`config.mk`:
```
export PLATFORM = sky130hd
export DESIGN_NAME = encoder_speed_p_controller
export DESIGN_NICKNAME = d
export VERILOG_FILES = /design/src/rtl/esc_pkg.sv /design/src/rtl/encoder_speed_p_controller.sv /design/src/rtl/esc_div.sv /design/src/rtl/esc_mul.sv
export SDC_FILE = /design/constraint.sdc
export NUM_CORES = 1
export LEC_CHECK = 0
export BUFFER_PORTS_ARGS = -buffer_cell sky130_fd_sc_hd__buf_2
export CORE_ASPECT_RATIO = 0.75
export CORE_UTILIZATION = 40
export CTS_CLUSTER_SIZE = 16
export DETAILED_ROUTE_END_ITERATION = 10
export GPL_ROUTABILITY_DRIVEN = 0
export MAX_ROUTING_LAYER = met4
export PLACE_DENSITY = 0.61
export SYNTH_ARGS = -nofsm -noshare
export SYNTH_HDL_FRONTEND = slang
export SYNTH_SLANG_ARGS = --single-unit
```
`constraint.sdc`:
```
create_clock -name clock -period 6.2 [get_ports clock]
set_clock_uncertainty 0.1 [all_clocks]
set_input_delay 1.24 -clock clock [delete_from_list [all_inputs] [get_ports clock]]
set_output_delay 1.24 -clock clock [all_outputs]
set_load 0.02 [all_outputs]
```
`src/rtl/esc_pkg.sv`:
```
// Shared widths, register codes and reset values for the encoder speed controller.
// No dependencies; imported by every module of the block.
package esc_pkg;

   localparam int DATA_W = 16;               // period, numerator, target, speed
   localparam int DUTY_W = 8;
   localparam int GAIN_W = 8;
   localparam int PHASE_W = 8;
   localparam int FRAC_W = 4;                // target is 12.4
   localparam int ERR_W = DATA_W + FRAC_W + 1;
   localparam int PROD_W = ERR_W + GAIN_W;
   localparam int CSR_IDX_W = 2;

   localparam logic [CSR_IDX_W-1:0] CSR_GAIN = 2'd0;
   localparam logic [CSR_IDX_W-1:0] CSR_NUMERATOR = 2'd1;
   localparam logic [CSR_IDX_W-1:0] CSR_DIVIDE = 2'd2;

   localparam logic [GAIN_W-1:0] GAIN_RESET = 8'd20;
   localparam logic [DATA_W-1:0] NUMERATOR_RESET = 16'd2000;
   localparam logic [PHASE_W-1:0] DIVIDE_RESET = 8'd8;

   localparam logic [DUTY_W-1:0] DUTY_MAX = 8'hFF;

endpackage

```
`src/rtl/encoder_speed_p_controller.sv`:
```
// Encoder speed P controller: an edge word and a skipped overflow pass from accept through the
// done state to the result register; a control step runs a serial divider and then a serial
// multiplier before the done state. One word at a time; the next word is accepted while a
// finished result waits on rsp. Synchronous active-high reset clears period, phase,
// duty and speed to zero and restores gain 20, numerator 2000, divide 8.
module encoder_speed_p_controller (
   input  logic        clock,
   input  logic        reset,
   input  logic        req_tvalid,
   output logic        req_tready,
   input  logic [31:0] req_tdata,    // [15:0] edge_period, [31:16] target_speed
   input  logic        req_tuser,    // [0] operation
   output logic        rsp_tvalid,
   input  logic        rsp_tready,
   output logic [23:0] rsp_tdata,    // [7:0] duty, [23:8] measured_speed
   output logic        rsp_tuser,    // [0] updated
   input  logic        csr_valid,
   output logic        csr_ready,
   input  logic [esc_pkg::CSR_IDX_W-1:0] csr_index,
   input  logic [esc_pkg::DATA_W-1:0]    csr_data
);
   import esc_pkg::*;

   localparam logic [1:0] ST_IDLE = 2'd0;
   localparam logic [1:0] ST_DIV = 2'd1;
   localparam logic [1:0] ST_MUL = 2'd2;
   localparam logic [1:0] ST_DONE = 2'd3;

   logic [1:0]         state_ff, state_in;
   logic [GAIN_W-1:0]  gain_ff;
   logic [DATA_W-1:0]  numer_ff;
   logic [PHASE_W-1:0] divide_ff;
   logic [DATA_W-1:0]  period_ff, period_in;
   logic [PHASE_W-1:0] phase_ff, phase_in;
   logic [DUTY_W-1:0]  duty_ff, duty_in;
   logic [DATA_W-1:0]  speed_ff, speed_in;
   logic [DATA_W-1:0]  target_ff, target_in;
   logic               upd_ff, upd_in;
   logic               rsp_valid_ff, rsp_valid_in;
   logic [23:0]        rsp_data_ff;
   logic               rsp_user_ff;

   logic               req_acc;
   logic               load_rsp;
   logic               div_start;
   logic               div_done;
   logic               mul_start;
   logic               mul_done;
   logic [DATA_W-1:0]  div_quo;
   logic [DATA_W-1:0]  divisor;
   logic [ERR_W-1:0]   err;
   logic [DUTY_W-1:0]  mul_duty;

   assign req_tready = (state_ff == ST_IDLE);
   assign req_acc = req_tvalid && req_tready;
   assign csr_ready = 1'b1;
   assign load_rsp = (state_ff == ST_DONE) && (!rsp_valid_ff || rsp_tready);

   // zero period divides as one
   assign divisor = (period_ff == '0) ? DATA_W'(1) : period_ff;
   assign err = ERR_W'(target_ff) - ERR_W'({div_quo, {FRAC_W{1'b0}}});

   assign div_start = req_acc && req_tuser && (phase_ff >= divide_ff);
   assign mul_start = div_done;

   esc_div u_div (
      .clock     (clock),
      .reset     (reset),
      .start     (div_start),
      .numerator (numer_ff),
      .divisor   (divisor),
      .done      (div_done),
      .quotient  (div_quo)
   );

   esc_mul u_mul (
      .clock (clock),
      .reset (reset),
      .start (mul_start),
      .error (err),
      .gain  (gain_ff),
      .done  (mul_done),
      .duty  (mul_duty)
   );

   always_comb begin
      state_in = state_ff;
      period_in = period_ff;
      phase_in = phase_ff;
      duty_in = duty_ff;
      speed_in = speed_ff;
      target_in = target_ff;
      upd_in = upd_ff;
      rsp_valid_in = rsp_valid_ff;
      if (rsp_tvalid && rsp_tready)
         rsp_valid_in = 1'b0;
      case (state_ff)
         ST_IDLE: begin
            if (req_acc) begin
               target_in = req_tdata[31:16];
               upd_in = 1'b0;
               if (!req_tuser) begin
                  period_in = DATA_W'(({1'b0, period_ff} + {1'b0, req_tdata[15:0]}) >> 1);
                  state_in = ST_DONE;
               end else if (phase_ff >= divide_ff) begin
                  phase_in = '0;
                  state_in = ST_DIV;
               end else begin
                  phase_in = phase_ff + 1'b1;
                  state_in = ST_DONE;
               end
            end
         end
         ST_DIV: begin
            if (div_done) begin
               speed_in = div_quo;
               state_in = ST_MUL;
            end
         end
         ST_MUL: begin
            if (mul_done) begin
               duty_in = mul_duty;
               upd_in = 1'b1;
               state_in = ST_DONE;
            end
         end
         ST_DONE: begin
            if (load_rsp) begin
               rsp_valid_in = 1'b1;
               state_in = ST_IDLE;
            end
         end
         default: state_in = ST_IDLE;
      endcase
   end

   always_ff @(posedge clock) begin
      target_ff <= target_in;
      upd_ff <= upd_in;
      if (load_rsp) begin
         rsp_data_ff <= {speed_ff, duty_ff};
         rsp_user_ff <= upd_ff;
      end
      if (reset) begin
         state_ff <= ST_IDLE;
         period_ff <= '0;
         phase_ff <= '0;
         duty_ff <= '0;
         speed_ff <= '0;
         rsp_valid_ff <= 1'b0;
         gain_ff <= GAIN_RESET;
         numer_ff <= NUMERATOR_RESET;
         divide_ff <= DIVIDE_RESET;
      end else begin
         state_ff <= state_in;
         period_ff <= period_in;
         phase_ff <= phase_in;
         duty_ff <= duty_in;
         speed_ff <= speed_in;
         rsp_valid_ff <= rsp_valid_in;
         if (csr_valid && csr_ready) begin
            case (csr_index)
               CSR_GAIN:      gain_ff <= csr_data[GAIN_W-1:0];
               CSR_NUMERATOR: numer_ff <= csr_data;
               CSR_DIVIDE:    divide_ff <= csr_data[PHASE_W-1:0];
               default:       ;
            endcase
         end
      end
   end

   assign rsp_tvalid = rsp_valid_ff;
   assign rsp_tdata = rsp_data_ff;
   assign rsp_tuser = rsp_user_ff;

   a_div_done_in_div: assert property (@(posedge clock) disable iff (reset)
      div_done |-> state_ff == ST_DIV)
      else $error("divider finished outside the divide state");

   a_mul_done_in_mul: assert property (@(posedge clock) disable iff (reset)
      mul_done |-> state_ff == ST_MUL)
      else $error("multiplier finished outside the multiply state");

   a_edge_no_step: assert property (@(posedge clock) disable iff (reset)
      (req_acc && !req_tuser) |=> (state_ff == ST_DONE && !upd_ff))
      else $error("edge word started a control step");

endmodule

```
`src/rtl/esc_div.sv`:
```
// Restoring divider, one quotient bit per cycle.
// Depends on esc_pkg.
module esc_div (
   input  logic                       clock,
   input  logic                       reset,
   input  logic                       start,
   input  logic [esc_pkg::DATA_W-1:0] numerator,
   input  logic [esc_pkg::DATA_W-1:0] divisor,
   output logic                       done,
   output logic [esc_pkg::DATA_W-1:0] quotient
);
   import esc_pkg::*;

   localparam int CNT_W = $clog2(DATA_W);
   localparam logic [CNT_W-1:0] LAST = CNT_W'(DATA_W - 1);

   logic [DATA_W-1:0] rem_ff, rem_in;
   logic [DATA_W-1:0] quo_ff, quo_in;      // numerator bits shift out, quotient bits in
   logic [DATA_W-1:0] dvs_ff, dvs_in;
   logic [CNT_W-1:0]  cnt_ff, cnt_in;
   logic              busy_ff, busy_in;
   logic              done_ff, done_in;
   logic [DATA_W:0]   trial;
   logic [DATA_W:0]   diff;

   assign trial = {rem_ff, quo_ff[DATA_W-1]};
   assign diff = trial - {1'b0, dvs_ff};

   always_comb begin
      rem_in = rem_ff;
      quo_in = quo_ff;
      dvs_in = dvs_ff;
      cnt_in = cnt_ff;
      busy_in = busy_ff;
      done_in = 1'b0;
      if (start) begin
         rem_in = '0;
         quo_in = numerator;
         dvs_in = divisor;
         cnt_in = '0;
         busy_in = 1'b1;
      end else if (busy_ff) begin
         if (!diff[DATA_W]) begin
            rem_in = diff[DATA_W-1:0];
            quo_in = {quo_ff[DATA_W-2:0], 1'b1};
         end else begin
            rem_in = trial[DATA_W-1:0];
            quo_in = {quo_ff[DATA_W-2:0], 1'b0};
         end
         cnt_in = cnt_ff + 1'b1;
         if (cnt_ff == LAST) begin
            busy_in = 1'b0;
            done_in = 1'b1;
         end
      end
   end

   always_ff @(posedge clock) begin
      rem_ff <= rem_in;
      quo_ff <= quo_in;
      dvs_ff <= dvs_in;
      cnt_ff <= cnt_in;
      if (reset) begin
         busy_ff <= 1'b0;
         done_ff <= 1'b0;
      end else begin
         busy_ff <= busy_in;
         done_ff <= done_in;
      end
   end

   assign done = done_ff;
   assign quotient = quo_ff;

endmodule

```
`src/rtl/esc_mul.sv`:
```
// Shift-add multiplier, one gain bit per cycle, with duty clamp and truncation.
// Depends on esc_pkg.
module esc_mul (
   input  logic                       clock,
   input  logic                       reset,
   input  logic                       start,
   input  logic [esc_pkg::ERR_W-1:0]  error,     // signed 16.4 error
   input  logic [esc_pkg::GAIN_W-1:0] gain,
   output logic                       done,
   output logic [esc_pkg::DUTY_W-1:0] duty
);
   import esc_pkg::*;

   localparam int CNT_W = $clog2(GAIN_W);
   localparam logic [CNT_W-1:0] LAST = CNT_W'(GAIN_W - 1);

   logic signed [PROD_W-1:0] acc_ff, acc_in;
   logic signed [PROD_W-1:0] add_ff, add_in;
   logic [GAIN_W-1:0]        gsr_ff, gsr_in;
   logic [CNT_W-1:0]         cnt_ff, cnt_in;
   logic                     busy_ff, busy_in;
   logic                     done_ff, done_in;

   always_comb begin
      acc_in = acc_ff;
      add_in = add_ff;
      gsr_in = gsr_ff;
      cnt_in = cnt_ff;
      busy_in = busy_ff;
      done_in = 1'b0;
      if (start) begin
         acc_in = '0;
         add_in = {{GAIN_W{error[ERR_W-1]}}, error};
         gsr_in = gain;
         cnt_in = '0;
         busy_in = 1'b1;
      end else if (busy_ff) begin
         if (gsr_ff[0])
            acc_in = acc_ff + add_ff;
         add_in = add_ff <<< 1;
         gsr_in = gsr_ff >> 1;
         cnt_in = cnt_ff + 1'b1;
         if (cnt_ff == LAST) begin
            busy_in = 1'b0;
            done_in = 1'b1;
         end
      end
   end

   always_ff @(posedge clock) begin
      acc_ff <= acc_in;
      add_ff <= add_in;
      gsr_ff <= gsr_in;
      cnt_ff <= cnt_in;
      if (reset) begin
         busy_ff <= 1'b0;
         done_ff <= 1'b0;
      end else begin
         busy_ff <= busy_in;
         done_ff <= done_in;
      end
   end

   // non-positive product gives zero, otherwise drop the fraction and saturate
   always_comb begin
      if (acc_ff[PROD_W-1] || acc_ff == '0)
         duty = '0;
      else if (|acc_ff[PROD_W-2:FRAC_W+DUTY_W])
         duty = DUTY_MAX;
      else
         duty = acc_ff[FRAC_W+DUTY_W-1:FRAC_W];
   end

   assign done = done_ff;

endmodule
```
# --- Word-level counts from Yosys, hierarchy flattened ---
# Index checks and enable logic that the tools add are counted.
classes:
  reduce_logical: 29
  mux: 32
  n_addsub: 7
  magnitude_cmp: 1
  n_bitwise: 3
  eq_ne: 11
ops:
  columns: ["operator", "n"]
  rows:
  - ["$mux 29", 2]
  - ["$mux 16", 3]
  - ["$mux 8", 5]
  - ["$add 29x29->29", 1]
  - ["$logic_not 29->1", 1]
  - ["$sub 16x20->21", 1]
  - ["$add 16x16->17", 1]
  - ["$sub 17x16->17", 1]
  - ["$logic_not 16->1", 1]
  - ["$reduce_or 16->1", 1]
  - ["$mux 1", 14]
  - ["$reduce_and 2->1", 7]
  - ["$mux 2", 6]
  - ["$reduce_and 3->1", 3]
  - ["$add 8x1->8 const B", 1]
  - ["$ge 8x8->1", 1]
  - ["$pmux 2 s4", 1]
  - ["$eq 2x2->1 const B", 3]
  - ["$ne 2x1->1 const B", 3]
  - ["$reduce_bool 2->1", 3]
  - ["$reduce_or 3->1", 2]
  - ["$logic_and 1x1->1", 5]
  - ["$add 4x1->4 const B", 1]
  - ["$eq 2x1->1 const B", 2]
  - ["other kinds (10)", 14]
word_totals:
  register_bits: 250
  inputBits: 56
  elab_cells: 108

# --- Logic depth before layout (Yosys ltp) ---
# Gate-level depths: netlist (run 1).
logic_depth:
  depth_word: 5
  mapped_depth: 14

# --- Modules after synthesis ---
# From an unflattened synthesis (run 1), not the netlist that was laid out.
unflattened:
  hier_cells: 1369
  hier_area_um2: 13305.3
by_module_without_submodules:
  columns: ["module", "seq_area_each_um2", "area_per_inst_um2", "cells_per_inst", "instances"]
  rows:
  - ["encoder_speed_p_controller", 2922.8, 5995.8, 637, 1]
  - ["esc_mul", 1791.7, 4334.2, 463, 1]
  - ["esc_div", 1401.3, 2975.4, 269, 1]

# --- Worst setup path after synthesis (run 1) ---
# OpenSTA, ideal clock, no wires.
synth_path:
  kind: "in2reg"
  startpoint: "input port req_tdata[0]"
  endpoint: "register period_ff[15]"
  setup_slack_ns: 2.713
  required_ns: 5.984
  path_stages: 11
  t_arrival_ns: 3.271
  cell_sequence: "and2_1 -> fa_1 -> a21o_1 -> a21oi_1 -> o21a_1 -> o21ai_0 -> a31oi_1 -> o21ai_0 -> a31oi_1 -> o21bai_1 -> a31o_2"
synth_via:
  elab_chain_len: 1
synth_rtl:
  columns: ["item", "line", "text"]
  rows:
  - ["from (decl)", "encoder_speed_p_controller.sv:11", "input logic [31:0] req_tdata,"]
  - ["$add 16x16->17", "encoder_speed_p_controller.sv:103", "period_in = DATA_W'(({1'b0, period_ff} + {1'b0, req_tdata[15:0]}) >> 1);"]
  - ["to (signal assigned)", "encoder_speed_p_controller.sv:156", "period_ff <= period_in;"]
  - ["to (decl)", "encoder_speed_p_controller.sv:33", "logic [DATA_W-1:0] period_ff, period_in;"]
# Every way passes these cells.
# A chain may end at the register's enable or synchronous reset.

# --- Final worst setup path (run 1) ---
layout_path:
  startpoint: "register phase_ff[0]"
  endpoint: "register u_div.quo_ff[4] (netlist: u_div.quotient[4]) (data pin)"
layout_via:
  elab_chain_len: 3
layout_rtl:
  columns: ["item", "line", "text"]
  rows:
  - ["from (decl)", "encoder_speed_p_controller.sv:34", "logic [PHASE_W-1:0] phase_ff, phase_in;"]
  - ["from (signal assigned)", "encoder_speed_p_controller.sv:157", "phase_ff <= phase_in;"]
  - ["$ge 8x8->1", "encoder_speed_p_controller.sv:63", "assign div_start = req_acc && req_tuser && (phase_ff >= divide_ff);"]
  - ["$logic_and 1x1->1", "encoder_speed_p_controller.sv:63", null]
  - ["$mux 16", "esc_div.sv:36", "if (start) begin"]
  - ["via u_div.quo_in[4]", "esc_div.sv:18", "logic [DATA_W-1:0] quo_ff, quo_in;"]
  - ["to (signal assigned)", "esc_div.sv:60", "quo_ff <= quo_in;"]
  - ["to (decl)", "esc_div.sv:18", null]
# The timed path passes the listed nets, and every way through them passes these cells.

==> metrics, run 1 <==
via count between 9000 and 10000; Initial Util roughly two fifths; DRC violations left 0; layout cells sized above 1 between 10% and 20%; sequential power share about two fifths; post-synthesis register bit count 250; mapped cell area between 0.01 and 0.015 mm^2; Syn. warnings 0; fill count between 2000 and 3000; Period minus WS final 3.63 ns; Area Overhead vs Synth 12.6%; IO Port Bufs just over 80; P per Cell Area between 300 and 400 mW/mm^2; Int Pwr approximately 3400 uW; maxcap violations 0; sequential fraction of the synthesis area 47.4%; syn avg cell area approximately 9.4 um^2; crit start category register; gr ovfl total 0; die width ~210 um; synth unique cells approximately 70; ys async rst share 0%; EDFF count, synth about 110; Die Area around 0.033 mm^2; Core Area between 0.03 and 0.04 mm^2; initial antenna violation count 0; DR WL/cell approximately 16 um; RSZ-0062 raised after global routing no; worst hold path class reg2reg; WS Path Type reg2reg; first-pass GRT wire length 47100 um; Synth Flop Type dfxtp_1; sw frac roughly 31%; CP arrival around 3.8 ns; hpwl dp between 20000 and 25000 um; post-layout util a little under half; ant diodes 0; CP required approximately 6.4 ns; Root Driver clkbuf_16; CP Capture Type register; VDD IR max 200 uV; final period utilization around three fifths; Clock Path Buffers 3; final setup violation count 0; row cnt 56; gr usage total between 15 and 20%; Crit Path Max Fanout 62; Finished Cell Area around 0.015 mm^2; htree depth 1; final WL 29600 um; Worst slew margin approximately a quarter; Gate power share around a quarter; Antenna Nets Post-Route 0; Post-CTS Setup Repair Bufs 0; max-slew violation count 0; clk_lat worst skew about 0.55 ns; CTS tree done; Gate Count Post-Synth roughly 1400; fmax 0.276 GHz; I/O pin count 84; largest net degree at the start of global routing ~90; syn_nets between 1500 and 2000; nets 1575; hold violation total from the final report 0; drt pass-1 iters 7; actual slew at the worst max-slew pin ~1.1 ns; CTS Hold Bufs 0; Die Ht 158 um; Setup TNS 0 ns; CTS clk-pin slew, worst paths approximately 0.06 ns; Num CTS Buffers 26; DP Area approximately 0.014 mm^2; initial drt markers 570; status completed; vias in the first global route approximately 8900; Net Switching about 1500 uW; Pleak 0.00592 uW; Clock Power Share around 33%; post-CTS resize count 0; CTS sink count between 200 and 300; vias per inst approximately 5.2
-- metrics by stage --
| step | hold WS, ns | std cells | setup WS, ns | power (uW) |
|---|---|---|---|---|
| after floorplan | 0.300 | 1379 | 2.71 | 3080 |
| after global routing | 0.340 | 1854 | 2.22 | 5250 |
| final | 0.331 | 1854 | 2.57 | 4970 |
| after detailed placement | 0.319 | 1806 | 2.35 | 3370 |
| after global placement | 0.312 | 1806 | 2.42 | 3350 |
| after CTS | 0.334 | 1854 | 2.53 | 5010 |
-- synthesized netlist by cell type (13+ instances only) --
cell type,count,area (um^2)
dfxtp_1,139,2780
nor3_1,29,145
inv_1,64,240
a21o_1,23,173
mux2_2,20,225
nor2b_1,16,100
ha_1,87,1090
nand3_1,21,105
a211oi_1,19,143
o21ai_0,61,305
a21oi_1,132,661
edfxtp_1,111,3330
clkbuf_1,64,240
nor2_1,128,480
nand2_1,207,777
mux2i_1,27,270
xnor2_1,45,394
nor4_1,13,81.3
xor2_1,18,158
-- final cells by class --
| class | count | area (um^2) | area share, % |
|---|---|---|---|
| multi-input cells | 994 | 6280 | 43.2 |
| flip-flops and latches | 250 | 6120 | 42.1 |
| clock buffers | 39 | 833 | 5.73 |
| well taps | 406 | 508 | 3.49 |
| repair buffers | 91 | 478 | 3.29 |
| inverters | 65 | 244 | 1.68 |
| clock inverters | 9 | 77.6 | 0.534 |
-- worst paths after layout --
kind | endpoint | slack [ns] | startpoint | cells after the start
setup / recovery | u_div.quotient[4] | 2.57 | phase_ff[0] | 12
hold / removal | rsp_tuser | 0.33 | upd_ff | 0
setup reg to reg | u_div.quotient[4] | 2.57 | phase_ff[0] | 12
hold reg to reg | rsp_tuser | 0.33 | upd_ff | 0
-- layer usage --
layer  share of wire [%]  routed length [um]  GRT usage [%]  vias to the layer above
li1                    -                   -              -                     4939
met1                  54               16000           27.5                     4458
met2                  40               11900           25.8                      213
met3                 4.4                1300           2.80                       32
met4                 1.4                 425           4.00                        0
met5                   0                   0              -                        -
-- critical path, stage by stage (launching register included) --
cell      delay (ns)
dfxtp_1         0.41
inv_1           0.07
ha_1            0.26
nand2b_1        0.14
a21o_1          0.17
a21o_1          0.17
a211o_1         0.28
a21oi_1         0.13
o21ai_1         0.18
nand2_1         0.51
inv_2           0.58
nand2_1         0.21
o21ai_0         0.11
-- cells in the final DEF, fill, tap and decap left out, types with 19 or more instances in the layout --
cell type / n
a21oi_1: 132
nor2_1: 128
mux2i_1: 27
buf_2: 82
a211oi_1: 19
xnor2_1: 45
edfxtp_1: 111
ha_1: 87
o21ai_0: 61
nand2_1: 207
nand3_1: 21
dfxtp_1: 138
clkbuf_16: 29
nor3_1: 29
mux2_2: 20
inv_1: 63
a21o_1: 23
-- power groups by stage --
stage	logic [uW]	clock network (uW)	registers, uW
floorplan	1030	0	2040
global placement	1280	0	2060
detailed placement	1300	0	2060
CTS	1310	1670	2030
global route	1460	1730	2050
finish	1310	1630	2030
-- cell families after synthesis --
family | synth area share [%]
xor gates and xnor gates | 4.27
other | 0.0290
AOI/OAI and AO/OA | 14.7
and+or+nand+nor | 16.7
muxes | 3.84
DFF | 47.4
buffers and inverters | 4.04
adders and majority gates | 9.05
(Power assumes the default switching activity.)
==> inputs of run 2 (changes only) <==
==> constraint.sdc (replaced) <==
create_clock -name clock -period 3.4 [get_ports clock]
set_clock_uncertainty 0.1 [all_clocks]
set_input_delay 0.68 -clock clock [delete_from_list [all_inputs] [get_ports clock]]
set_output_delay 0.68 -clock clock [all_outputs]
set_load 0.02 [all_outputs]
==> run 2 against run 1 <==
Effect of this change:
- register-to-register slack worse by 2.4 ns
- non-clock buffer count up 12
- die area unchanged
- largest power group unchanged
- global-route usage up 0.26 points
- sequential share of layout area down 0.52 points
- clock power up 94%
- routed wire length up 0.74%
- worst hold slack worse by 0.12 ns
- critical path type unchanged
- utilization up 0.58 points
- maximum frequency up 13%
- combinational power up 86%
- sequential power up 83%
==> metrics, run 2 (synthesis results as in run 1) <==
status completed; Die Area 0.0330 mm^2 (unchanged); Root Driver clkbuf_16; ant diodes 0 (unchanged); row cnt 56 (unchanged); die width 209 um (unchanged); post-CTS resize count 0 (unchanged); Worst slew margin 38.0% (+14 points); max-slew violation count 0 (unchanged); most common cell after layout, fill and taps aside nand2_1; Die Ht 158 um (unchanged); worst-path cell chain inv_1 > ha_1 > nor2b_1 > o21ai_0 > a21boi_0 > o21ai_0 > a211oi_1 > o311ai_1 > a21boi_0 > xnor2_1 > mux2_2; vias per inst 5.25 (+0.99%); Worst R2R Start u_div.quotient[1]; maxcap violations 0 (unchanged); CTS tree done; final period utilization 94.5% (+36 points); Pleak 0.00601 uW (+1.6%); worst hold path class in2reg; Worst path max stage delay 0.45 ns (-0.13 ns); initial drt markers 762 (+34%); RSZ-0062 raised after global routing no; final std cells w/o fill 1867 (+0.70%); WP buf/inv 1 (-1); CP required 3.59 ns (-2.76 ns); gr usage total 18.6% (+0.26 points); nets 1588 (+0.83%); VDD IR max 355 uV (+78%); clk_lat worst skew 0.54 ns (about the same); Post-CTS Setup Repair Bufs 0 (unchanged); hold path endpoint target_ff[9]; DR WL/cell 16.0 um (about the same); Setup TNS 0 ns (unchanged); vias in the first global route 9056 (+2.0%); actual slew at the worst max-slew pin 0.930 ns (-0.202 ns); gr ovfl total 0 (unchanged); Core Area 0.0315 mm^2 (unchanged); IO Port Bufs 82 (unchanged); layout cells sized above 1 12.9% (+0.85 points); placed insts 1818 (+0.66%); initial antenna violation count 0 (unchanged); DRC violations left 0 (unchanged); crit start category register; P per Cell Area 635 mW/mm^2 (+86%); CP Capture Type register; Reg2Reg Depth 11 (-1); I/O pin count 84 (unchanged); fmax 0.311 GHz (+13%); via count 9806 (+1.7%); Antenna Nets Post-Route 0 (unchanged); hold depth 1 (+1); most frequent cells in the layout nand2_1, dfxtp_1, a21oi_1; CTS Hold Bufs 0 (unchanged); largest net degree at the start of global routing 50 (-45%); htree depth 1 (unchanged); Hold Path Origin req_tdata[25]; Area Overhead vs Synth 14.0%; final setup violation count 0 (unchanged); Num CTS Buffers 27 (+3.8%); flop2flop setup slack 0.19 ns (-2.38 ns); CP max stage cell o311ai_1; first-pass GRT wire length 48000 um (+1.9%); Clock Path Buffers 3 (unchanged); Crit Path Max Fanout 3 (-95%); CTS clk-pin slew, worst paths 0.06 ns (about the same); CTS sink count 250 (unchanged); WS Path Type reg2reg; hold violation total from the final report 0 (unchanged); final WL 29800 um (+0.74%); CP arrival 3.40 ns (-0.38 ns); drt pass-1 iters 5 (-2); hpwl dp 21400 um (+2.4%); Period minus WS final 3.21 ns (-0.417 ns); Initial Util 41.0% (unchanged); Critical R2R Capture u_mul.add_ff[19]; cell family with most CP delay compound AO/OA/AOI/OAI gates
-- run 2: worst register-to-register path: stages (launching register included) --
cell and delay [ns]:
edfxtp_1 0.44, inv_1 0.10, ha_1 0.22, nor2b_1 0.13
o21ai_0 0.23, a21boi_0 0.16, o21ai_0 0.34, a211oi_1 0.20
o311ai_1 0.45, a21boi_0 0.19, xnor2_1 0.15, mux2_2 0.26
-- run 2: area by class of cell --
| type | instances | area (um^2) |
|---|---|---|
| fill | 3035 | 16800 |
| multi-input combinational | 994 | 6300 |
| sequential | 250 | 6120 |
| clock buffer | 36 | 783 |
| timing repair buffer | 103 | 593 |
| tap | 406 | 508 |
| inverter | 65 | 244 |
| clock inverter | 13 | 176 |
-- run 2: worst max path at each step --
stage / from / endpoint / slack (ns) / cells after the start
after global routing: u_div.quotient[0] / u_mul.add_ff[18] / 0.04 / 11
after detailed placement: req_tdata[0] / period_ff[15] / 0.15 / 12
after global placement: req_tdata[0] / period_ff[15] / 0.18 / 12
after floorplan: phase_ff[0] / u_div.dvs_ff[0] / 0.33 / 12
final: u_div.quotient[1] / u_mul.add_ff[19] / 0.19 / 11
after CTS: u_div.quotient[1] / u_mul.add_ff[19] / 0.13 / 11
-- run 2: per-stage QoR --
stage / total power, uW / setup slack (ns) / hold slack [ns] / area, um^2 / utilization (%)
floorplan: 5610 / 0.327 / 0.300 / 12900 / -
detailed placement: 6200 / 0.155 / 0.306 / 13700 / 43.6
global route: 9880 / 0.0430 / 0.190 / 14700 / 46.7
finish: 9340 / 0.187 / 0.212 / 14700 / 46.7
CTS: 9410 / 0.132 / 0.196 / 14700 / 46.6
global placement: 6160 / 0.179 / 0.306 / 13700 / 43.6
-- run 2: metal layers --
layer  global-route usage (%)  vias up  share of wire (%)
met5                        -        -                  0
met4                     3.65        0                1.7
met3                     2.88       41                4.9
met2                     25.9      192                 40
met1                     28.2     4603                 53
li1                         -     4970                  -
-- run 2: report_power, final --
group	leakage (uW)	internal (uW)	switching (uW)
Clock	0.000471	1930	1240
Combinational	0.00338	1060	1390
Sequential	0.00216	3470	258
Total	0.00601	6450	2890
